### config.mk
export PLATFORM = sky130hd
export DESIGN_NAME = keepalive_ping_monitor
export DESIGN_NICKNAME = d
export VERILOG_FILES = /design/src/hdl/kpm_pkg.sv /design/src/hdl/kpm_cfg_regs.sv /design/src/hdl/kpm_core.sv /design/src/hdl/keepalive_ping_monitor.sv
export SDC_FILE = /design/constraint.sdc
export NUM_CORES = 1
export LEC_CHECK = 0
export ABC_AREA = 1
export BUFFER_PORTS_ARGS = -buffer_cell sky130_fd_sc_hd__buf_2
export CORE_MARGIN = 3
export CORE_UTILIZATION = 55
export CTS_CLUSTER_DIAMETER = 40
export DETAILED_ROUTE_END_ITERATION = 7
export GPL_ROUTABILITY_DRIVEN = 1
export PLACE_DENSITY_LB_ADDON = 0.2
export SLEW_MARGIN = 20
export SYNTH_ARGS = -nofsm -noshare
export SYNTH_HDL_FRONTEND = slang
export SYNTH_SLANG_ARGS = --single-unit
### constraint.sdc
create_clock -name clk -period 4.41 [get_ports clk]
set_input_delay 1.1025 -clock clk [delete_from_list [all_inputs] [get_ports clk]]
set_output_delay 1.1025 -clock clk [all_outputs]
set_load 0.005 [all_outputs]
### src/hdl/kpm_pkg.sv
// kpm_pkg: shared types, command codes and constants of the keepalive ping monitor.
// Used by every module in hdl/; depends on nothing.
package kpm_pkg;

	localparam int PayloadBytesDefault = 8;

	localparam int CmdW      = 3;
	localparam int ValueW    = 64;
	localparam int LenW      = 7;
	localparam int IntervalW = 32;
	localparam int LimitW    = 16;
	localparam int CfgIndexW = 8;
	localparam int CfgDataW  = 32;
	localparam int InDataW   = 72;
	localparam int OutDataW  = 72;

	localparam logic [IntervalW-1:0] IntervalReset = 32'd1000;
	localparam logic [LimitW-1:0]    LimitReset    = 16'd3;

	localparam logic [CmdW-1:0] CMD_TICK      = 3'd0;
	localparam logic [CmdW-1:0] CMD_WRITE_OK  = 3'd1;
	localparam logic [CmdW-1:0] CMD_WRITE_ERR = 3'd2;
	localparam logic [CmdW-1:0] CMD_PONG      = 3'd3;
	localparam logic [CmdW-1:0] CMD_START     = 3'd4;
	localparam logic [CmdW-1:0] CMD_STOP      = 3'd5;

	localparam logic [CfgIndexW-1:0] REG_INTERVAL = 8'd0;
	localparam logic [CfgIndexW-1:0] REG_RETRY    = 8'd1;

	typedef struct packed {
		logic [CmdW-1:0]   command;
		logic              owner_alive;
		logic [ValueW-1:0] pong_value;
		logic [LenW-1:0]   pong_length;
	} kpm_item_t;

	typedef struct packed {
		logic              send_ping;
		logic [ValueW-1:0] ping_payload;
		logic              failed;
		logic              running;
	} kpm_result_t;

	typedef struct packed {
		logic [IntervalW-1:0] interval_ticks;
		logic [LimitW-1:0]    retry_limit;
	} kpm_cfg_t;

endpackage

### src/hdl/kpm_cfg_regs.sv
// kpm_cfg_regs: configuration register file (interval and retry limit).
// Depends on kpm_pkg.
module kpm_cfg_regs (
	input  logic                             clk,
	input  logic                             arst_n,
	input  logic                             cfg_valid,
	output logic                             cfg_ready,
	input  logic [kpm_pkg::CfgIndexW-1:0]    cfg_index,
	input  logic [kpm_pkg::CfgDataW-1:0]     cfg_data,
	output kpm_pkg::kpm_cfg_t                cfg
);
	import kpm_pkg::*;

	logic [IntervalW-1:0] interval_q;
	logic [LimitW-1:0]    retry_q;

	assign cfg_ready = 1'b1;

	always_ff @(posedge clk or negedge arst_n) begin
		if (!arst_n) begin
			interval_q <= IntervalReset;
			retry_q    <= LimitReset;
		end else if (cfg_valid) begin
			unique case (cfg_index)
				REG_INTERVAL: interval_q <= cfg_data[IntervalW-1:0];
				REG_RETRY:    retry_q    <= cfg_data[LimitW-1:0];
				default:      ;  // drop writes to unknown indexes
			endcase
		end
	end

	assign cfg.interval_ticks = interval_q;
	assign cfg.retry_limit    = retry_q;
endmodule

### src/hdl/kpm_core.sv
// kpm_core: keepalive state registers and the single-pass next-state and result logic.
// Depends on kpm_pkg.
module kpm_core #(
	parameter int PAYLOAD_BYTES = kpm_pkg::PayloadBytesDefault
) (
	input  logic                   clk,
	input  logic                   arst_n,
	input  logic                   fire,
	input  kpm_pkg::kpm_item_t     item,
	input  kpm_pkg::kpm_cfg_t      cfg,
	output kpm_pkg::kpm_result_t   result
);
	import kpm_pkg::*;

	localparam logic [ValueW-1:0] PayloadMask = {ValueW{1'b1}} >> (ValueW - 8*PAYLOAD_BYTES);
	localparam logic [LenW-1:0]   PayloadLen  = LenW'(PAYLOAD_BYTES);

	logic                 active_q, armed_q, awaiting_q;
	logic [IntervalW-1:0] countdown_q;
	logic [ValueW-1:0]    awaited_q, counter_q;
	logic [LimitW-1:0]    tmo_q;

	logic                 active_d, armed_d, awaiting_d;
	logic [IntervalW-1:0] countdown_d;
	logic [ValueW-1:0]    awaited_d, counter_d, counter_inc;
	logic [LimitW-1:0]    tmo_d;

	assign counter_inc = counter_q + 64'd1;

	always_comb begin
		active_d    = active_q;
		armed_d     = armed_q;
		awaiting_d  = awaiting_q;
		countdown_d = countdown_q;
		awaited_d   = awaited_q;
		counter_d   = counter_q;
		tmo_d       = tmo_q;
		result      = '0;
		unique case (item.command)
			CMD_TICK: begin
				if (active_q && armed_q) begin
					if (countdown_q > 32'd1) begin
						countdown_d = countdown_q - 32'd1;
					end else begin
						armed_d     = 1'b0;
						countdown_d = '0;
						if (!item.owner_alive) begin
							active_d   = 1'b0;
							awaiting_d = 1'b0;
							tmo_d      = '0;
						end else if (awaiting_q && tmo_q >= cfg.retry_limit) begin
							active_d      = 1'b0;
							result.failed = 1'b1;
						end else begin
							if (awaiting_q && tmo_q != {LimitW{1'b1}})
								tmo_d = tmo_q + 16'd1;
							counter_d           = counter_inc;
							awaited_d           = counter_inc & PayloadMask;
							awaiting_d          = 1'b1;
							result.send_ping    = 1'b1;
							result.ping_payload = counter_inc & PayloadMask;
						end
					end
				end
			end
			CMD_WRITE_OK: begin
				if (active_q) begin
					armed_d     = 1'b1;
					countdown_d = cfg.interval_ticks;
				end
			end
			CMD_PONG: begin
				if (awaiting_q && item.pong_length == PayloadLen
				    && item.pong_value == awaited_q) begin
					awaiting_d = 1'b0;
					tmo_d      = '0;
				end
			end
			CMD_START: begin
				active_d    = 1'b1;
				armed_d     = 1'b1;
				countdown_d = cfg.interval_ticks;
			end
			CMD_STOP: begin
				active_d    = 1'b0;
				armed_d     = 1'b0;
				countdown_d = '0;
				awaiting_d  = 1'b0;
				tmo_d       = '0;
			end
			default: ;  // write failure and unused codes leave state alone
		endcase
		result.running = active_d;
	end

	always_ff @(posedge clk or negedge arst_n) begin
		if (!arst_n) begin
			active_q    <= 1'b0;
			armed_q     <= 1'b0;
			awaiting_q  <= 1'b0;
			countdown_q <= '0;
			awaited_q   <= '0;
			counter_q   <= '0;
			tmo_q       <= '0;
		end else if (fire) begin
			active_q    <= active_d;
			armed_q     <= armed_d;
			awaiting_q  <= awaiting_d;
			countdown_q <= countdown_d;
			awaited_q   <= awaited_d;
			counter_q   <= counter_d;
			tmo_q       <= tmo_d;
		end
	end
endmodule

### src/hdl/keepalive_ping_monitor.sv
// Keepalive ping monitor: input register, event logic and result register.
// Input register, then result register; one item per cycle while the output is not stalled.
// A new item is taken while a finished result waits; only a stalled output holds the input.
// The single-pass event logic in kpm_core sets the rate; state updates as each item resolves.
// Active-low async reset clears control state; interval resets to 1000, retry limit to 3.
// Depends on kpm_pkg, kpm_cfg_regs and kpm_core.
module keepalive_ping_monitor #(
	parameter int PAYLOAD_BYTES = kpm_pkg::PayloadBytesDefault
) (
	input  logic                          clk,
	input  logic                          arst_n,
	// Input item stream
	input  logic                          s_axis_tvalid,
	output logic                          s_axis_tready,
	// tdata from bit 0: owner_alive[0], pong_value[64:1], pong_length[71:65]
	input  logic [kpm_pkg::InDataW-1:0]   s_axis_tdata,
	// tuser: command[2:0]
	input  logic [kpm_pkg::CmdW-1:0]      s_axis_tuser,
	// Result stream
	output logic                          m_axis_tvalid,
	input  logic                          m_axis_tready,
	// tdata from bit 0: send_ping[0], ping_payload[64:1], failed[65], running[66], zeros above
	output logic [kpm_pkg::OutDataW-1:0]  m_axis_tdata,
	// Configuration write channel
	input  logic                          cfg_valid,
	output logic                          cfg_ready,
	input  logic [kpm_pkg::CfgIndexW-1:0] cfg_index,
	input  logic [kpm_pkg::CfgDataW-1:0]  cfg_data
);
	import kpm_pkg::*;

	kpm_item_t   item_s1;
	logic        valid_s1;
	kpm_result_t result_c;
	kpm_result_t result_s2;
	logic        valid_s2;
	kpm_cfg_t    cfg;
	logic        out_free;
	logic        fire;

	// Result register can take a new result when empty or being drained.
	assign out_free      = !valid_s2 || m_axis_tready;
	// Resolve the held item whenever its result has somewhere to go.
	assign fire          = valid_s1 && out_free;
	// Input register refills in the same cycle it empties.
	assign s_axis_tready = !valid_s1 || fire;

	always_ff @(posedge clk or negedge arst_n) begin
		if (!arst_n) begin
			valid_s1 <= 1'b0;
		end else if (s_axis_tready) begin
			valid_s1 <= s_axis_tvalid;
		end
	end

	// Capture the payload; no reset needed on data.
	always_ff @(posedge clk) begin
		if (s_axis_tvalid && s_axis_tready) begin
			item_s1.command     <= s_axis_tuser;
			item_s1.owner_alive <= s_axis_tdata[0];
			item_s1.pong_value  <= s_axis_tdata[64:1];
			item_s1.pong_length <= s_axis_tdata[71:65];
		end
	end

	kpm_cfg_regs u_cfg (
		.clk       (clk),
		.arst_n    (arst_n),
		.cfg_valid (cfg_valid),
		.cfg_ready (cfg_ready),
		.cfg_index (cfg_index),
		.cfg_data  (cfg_data),
		.cfg       (cfg)
	);

	kpm_core #(
		.PAYLOAD_BYTES (PAYLOAD_BYTES)
	) u_core (
		.clk    (clk),
		.arst_n (arst_n),
		.fire   (fire),
		.item   (item_s1),
		.cfg    (cfg),
		.result (result_c)
	);

	// Result register: load on fire, drop the valid once taken with nothing behind it.
	always_ff @(posedge clk or negedge arst_n) begin
		if (!arst_n) begin
			valid_s2 <= 1'b0;
		end else if (out_free) begin
			valid_s2 <= fire;
		end
	end

	always_ff @(posedge clk) begin
		if (fire) begin
			result_s2 <= result_c;
		end
	end

	assign m_axis_tvalid = valid_s2;
	assign m_axis_tdata  = {5'd0, result_s2.running, result_s2.failed,
	                        result_s2.ping_payload, result_s2.send_ping};

	// A ping and a failure never come from the same item.
	a_send_xor_fail: assert property (@(posedge clk) disable iff (!arst_n)
		valid_s2 |-> !(result_s2.send_ping && result_s2.failed))
		else $error("ping and failure reported together");

	// A failure always deactivates the block.
	a_fail_stops: assert property (@(posedge clk) disable iff (!arst_n)
		valid_s2 && result_s2.failed |-> !result_s2.running)
		else $error("failure reported while still running");

	// A ping is only emitted by an active block.
	a_ping_running: assert property (@(posedge clk) disable iff (!arst_n)
		valid_s2 && result_s2.send_ping |-> result_s2.running)
		else $error("ping emitted while inactive");

	// Payload is zero whenever no ping is sent.
	a_payload_zero: assert property (@(posedge clk) disable iff (!arst_n)
		valid_s2 && !result_s2.send_ping |-> result_s2.ping_payload == '0)
		else $error("nonzero payload without ping");

	// A held item is resolved whenever the result register is free.
	a_no_idle: assert property (@(posedge clk) disable iff (!arst_n)
		valid_s1 && out_free |-> fire)
		else $error("held item not resolved with free output");
endmodule

======== Word level (Yosys, flattened, before mapping) ========
Cells that the tools add are included.
storage, ports and cells
  bits in registers ....................... 307
  input port bits ......................... 120
  output and inout port bits .............. 75
  word-level logic and storage cells ...... 94
operators by class
  add/sub/neg operators ................... 3
  $lt $le $gt $ge ......................... 2
  equal/unequal tests ..................... 14
  multiplexer cells ....................... 28
  bitwise operators ....................... 5
  reductions and logical operators ........ 24
operator list
  cell                                                                              number
  32-bit one-hot mux with 4 select lines                                            1
  16-bit 2-to-1 mux                                                                 6
  32-bit 2-to-1 mux                                                                 3
  65-bit 2-to-1 mux                                                                 1
  64-bit by 1-bit adder with 64-bit output, second input constant                   1
  64-bit equality test                                                              1
  16-bit one-hot mux with 3 select lines                                            1
  32-bit by 1-bit greater-than comparator with 1-bit output, second input constant  1
  32-bit by 1-bit subtractor with 32-bit output, second input constant              1
  16-bit by 1-bit adder with 16-bit output, second input constant                   1
  16-bit >= comparator                                                              1
  16-bit != test, second input constant                                             1
  1-bit 2-to-1 mux                                                                  13
  6-bit AND reduction                                                               2
  8-bit by 1-bit equality test with 1-bit output, second input constant             1
  8-bit zero test                                                                   1
  7-bit by 4-bit equality test with 1-bit output, second input constant             1
  1-bit logical AND                                                                 7
  7-bit AND reduction                                                               1
  3-bit equality test, second input constant                                        2
  2-bit by 1-bit != test with 1-bit output, second input constant                   3
  1-bit one-hot mux with 3 select lines                                             2
  1-bit NOT                                                                         5
  5-bit AND reduction                                                               1
  other kinds (15)                                                                  18

======== Longest topological paths before layout ========
  word-level depth ........................ 8
  mapped depth ............................ 17
  gate-level depth less buffers ........... 17

======== By module ========
A second synthesis with hierarchy kept.
unflattened totals
  cells, all modules ...................... 1879
  area, all modules ....................... 16039.1 sq um
by module, submodules not included
  module                  times used  cells each  area an instance (sq um)  sequential area each (sq um)
  kpm_core                1           1488        9624.2                    2877.8
  keepalive_ping_monitor  1           160         4400.5                    4314.1
  kpm_cfg_regs            1           231         2014.4                    1211.2

======== Worst setup path before layout ========
Ideal clock, no wire load.
  path kind ............................... input-to-reg
  start point ............................. input port m_axis_tready
  end point ............................... register u_core.tmo_q[8]
  setup time .............................. 0.118 ns
  arrival time ............................ 3.931 ns
  data required time ...................... 4.292 ns
  path slack .............................. 0.361 ns
  stages .................................. 10
  path buffers ............................ 1
  cells stage by stage .................... inv_1 nand2_1 nand2_1 inv_1 o21ai_0 a21oi_4 nand4_4 buf_6 nand2_1 nand2_1
between the ends
  word-level cells in the longest chain between the ends .. 3
RTL lines
  what                                  line                          source
  from (decl)                           keepalive_ping_monitor.sv:21  input logic m_axis_tready,
  1-bit logical OR                      keepalive_ping_monitor.sv:42  assign out_free = !valid_s2 || m_axis_tready;
  1-bit logical AND                     keepalive_ping_monitor.sv:44  assign fire = valid_s1 && out_free;
  via fire                              keepalive_ping_monitor.sv:39  logic fire;
  7-bit AND reduction (no source line)  n/a
  to (signal assigned)                  kpm_core.sv:112               tmo_q <= tmo_d;
  to (decl)                             kpm_core.sv:21                logic [LimitW-1:0] tmo_q;
The timed path passes the listed nets, and every way through them passes these cells.
A chain may end at the register's enable or synchronous reset.

======== Worst setup path in the final report ========
  start point ............................. register u_core.countdown_q[0]
  end point ............................... register u_core.awaited_q[22]
between the ends
  word-level cells in the longest chain between the ends .. 3
RTL lines
  what                                                       line             source
  from (decl)                                                kpm_core.sv:19   logic [IntervalW-1:0] countdown_q;
  from (signal assigned)                                     kpm_core.sv:109  countdown_q <= countdown_d;
  32-bit by 1-bit greater-than comparator with 1-bit output  kpm_core.sv:42   if (countdown_q > 32'd1) begin
  1-bit NOT (no source line)                                 n/a
  6-bit AND reduction (no source line)                       n/a
  to (signal assigned)                                       kpm_core.sv:110  awaited_q <= awaited_d;
  to (decl)                                                  kpm_core.sv:20   logic [ValueW-1:0] awaited_q, counter_q;
Every way passes these cells.

==> impl_metrics.env <==
export IMPL_ctsResizeCount=0
export IMPL_synthFlopType="dfrtp_1"
export IMPL_clk_latency_ps=540
export IMPL_hold_viol=0
export IMPL_fp_dieH_um=175.4
export IMPL_nets=2153
export IMPL_fin_crit_ps=3177
export IMPL_outcome="complete, no violations"
export IMPL_postRouteAntennaNets=0
export IMPL_p_per_area_nw_per_um2=438.4
export IMPL_yosys_area_share_simple=0.2385
export IMPL_utilization=0.6610
export IMPL_worstPathMaxFanout=71
export IMPL_finalSetupViolCount=0
export IMPL_cts_root_buf="clkbuf_16"
export IMPL_p_leak_nw=8.538
export IMPL_dp_cells=2345
export IMPL_hpwl_um=27510
export IMPL_yosysTopAreaCell="edfxtp_1"
export IMPL_grt_ovfl_total=0
export IMPL_numCtsBuffers=44
export IMPL_synth_area_mux_share=0.01142
export IMPL_critPathRequiredTime_ps=4790
export IMPL_drc_errors=0
export IMPL_dr_total_vias=12900
export IMPL_cts_buffer_depth=3
export IMPL_die_area_um2=30770
export IMPL_max_freq_mhz=314.7
export IMPL_core_area_um2=28010
export IMPL_dr_pass1_iters=5
export IMPL_drv_cap=0
export IMPL_cts_sinks=307
export IMPL_synth_distinct_cells=48
export IMPL_synth_compound_area_frac=0.06968
export IMPL_fp_dieW_um=175.4
export IMPL_drt_iter0_drc=1298
export IMPL_cts_hold_buf=0
export IMPL_grt_start_max_net_pins=86
export IMPL_synthArstFlopShare=0.5375
export IMPL_vdd_drop_max_mv=0.2613
export IMPL_syn_inst=1824
export IMPL_cts_tree="built"
export IMPL_portBuffers=188
export IMPL_worst_pin_slew_ps=1050
export IMPL_worstSetupEndpointType="flop"
export IMPL_seq_area_frac_synth=0.5324
export IMPL_drive_gt1_frac=0.1606
export IMPL_viasPerCell=5.314
export IMPL_layout_commonest_cell="nand2_1"
export IMPL_power_total_mw=8.117
export IMPL_fin_setup_tns_ps=0
export IMPL_area_delta_synth_final_pct=17.31
export IMPL_fin_cells=2427
export IMPL_cts_htree_levels=2
export IMPL_synthXorXnorAreaFrac=0.06049
export IMPL_grtUsageTotal=0.2532
export IMPL_fin_crit_sh=0.7205
export IMPL_num_io_pins=195
export IMPL_synth_top_family_by_area="simple AND/OR/NAND/NOR gates"
export IMPL_final_max_slew_violation_count=0
export IMPL_design_area_um2=18520
export IMPL_netlist_area_um2=15780
export IMPL_synth_adder_area_share=0.01586
export IMPL_wirelength_um=38970
export IMPL_synth_top_area_frac=0.2702
export IMPL_worstSetupPathType="flop to flop"
export IMPL_grt_pass1_vias=12170
export IMPL_postCtsSetupBuffers=0
export IMPL_ys_top_cells_by_area="edfxtp_1 (27%), dfrtp_1 (25%), nand2_1 (11%)"
export IMPL_n_fill_cell=2370
export IMPL_place_congestion=0.9085
export IMPL_rsz0062_at_grt="no"
export IMPL_num_rows=61
export IMPL_ys_ff_latch=307
export IMPL_syn_avg_cell_area_um2=8.653
export IMPL_hp_class="flop to flop"
export IMPL_synth_edff_count=142
export IMPL_dpl_cell_area_um2=17000
export IMPL_skew_ps=22.02
export IMPL_grt_pass1_wl_um=62910
export IMPL_ys_warn_count=0
export IMPL_cp_start_kind="flop"
export IMPL_start_util=0.5635
export IMPL_antenna_found_initial=1
export IMPL_wl_per_cell_um=16.06
export IMPL_max_slew_margin=0.2991
export IMPL_final_cell_mix="nand2_1 (456), nor2_1 (235), inv_1 (214)"
export IMPL_clk_pin_slew_ps=50
export IMPL_arrival_ps=3550
-- stage by stage --
stage          worst slack (ps)  hold slack, ps
5_1_grt                    1009           505.7
3_3_place_gp               1205           467.7
4_1_cts                    1540           486.8
6_report                   1233           479.6
2_1_floorplan             361.2           453.0
3_5_place_dp               1168           473.1
-- worst paths after layout --
kind,startpoint,endpoint,slack [ps],cells after the start
setup / recovery,u_core.countdown_q[0],u_core.awaited_q[22],1230,11
hold / removal,u_cfg.interval_q[10],u_cfg.interval_q[10],480,2
setup reg to reg,u_core.countdown_q[0],u_core.awaited_q[22],1230,11
hold reg to reg,u_cfg.interval_q[10],u_cfg.interval_q[10],480,2
max in group asynchronous,arst_n,u_core.awaited_q[23],2850,2
min in group asynchronous,arst_n,u_cfg.interval_q[19],610,1
-- critical path, stage by stage (launching register included) --
cell and delay (ps):
dfrtp_1 380, inv_1 140, ha_1 270, o21ai_0 110, nor3_1 390, nand3b_2 240
nor2_1 170, nand2_2 90, nor2_4 100, clkinv_2 720, nand2_1 270, o21ai_1 100
-- cells in the mapped netlist, drive strengths merged, types with 4 or more instances --
| cell type | number |
|---|---|
| a21oi | 50 |
| a22oi | 15 |
| a31oi | 4 |
| buf | 30 |
| clkbuf | 27 |
| dfrtp | 157 |
| dfstp | 8 |
| edfxtp | 142 |
| ha | 20 |
| inv | 218 |
| mux2 | 16 |
| nand2 | 459 |
| nand3 | 73 |
| nand4 | 42 |
| nor2 | 243 |
| nor3 | 48 |
| nor3b | 4 |
| nor4 | 10 |
| o21ai | 119 |
| or2 | 9 |
| xnor2 | 38 |
| xor2 | 71 |
-- layout make-up --
| class | count | area [µm²] | area share |
|---|---|---|---|
| diodes | 1 | 2.502 | 0.0001352 |
| multi-input cells | 1246 | 6275 | 0.3389 |
| inverters | 218 | 819.5 | 0.04426 |
| well taps | 378 | 473.0 | 0.02554 |
| flip-flops and latches | 307 | 8403 | 0.4538 |
| repair buffers | 196 | 1032 | 0.05575 |
| clock buffers | 53 | 1195 | 0.06454 |
| clock inverters | 28 | 315.3 | 0.01703 |
-- metal layers --
layer  wire [µm]  track usage  vias up
met5           0            0        -
met1       18360       0.3873     6069
met2       16960       0.3812      459
li1            -            -     6310
met4         842      0.06582        0
met3        2811      0.03740       59
-- cells by family after synthesis --
kind of cell	count (synthesis)
other	2
AND/OR/NAND/NOR	895
XOR/XNOR	109
buffers and inverters	275
adder cells (fa/ha/maj)	20
multiplexers	16
flip-flops	307
AO/OA/AOI/OAI	200
-- sequential cells by signal, indices dropped and copies added (netlist names) --
signal / count
item_s1: 75
m_axis_tdata: 67
u_core.awaited_q: 64
u_cfg.interval_q: 32
u_core.countdown_q: 32
u_cfg.retry_q: 16
u_core.tmo_q: 16
m_axis_tvalid: 1
u_core.active_q: 1
u_core.armed_q: 1
u_core.awaiting_q: 1
valid_s1: 1
-- power by group --
group | internal, mW | switching (mW) | leakage [nW] | total, mW
combinational | 0.385 | 0.628 | 4.35 | 1.01
clock | 2.20 | 1.35 | 0.741 | 3.55
sequential | 3.32 | 0.229 | 3.44 | 3.55
No activity file was read; power rests on OpenSTA's default activity.
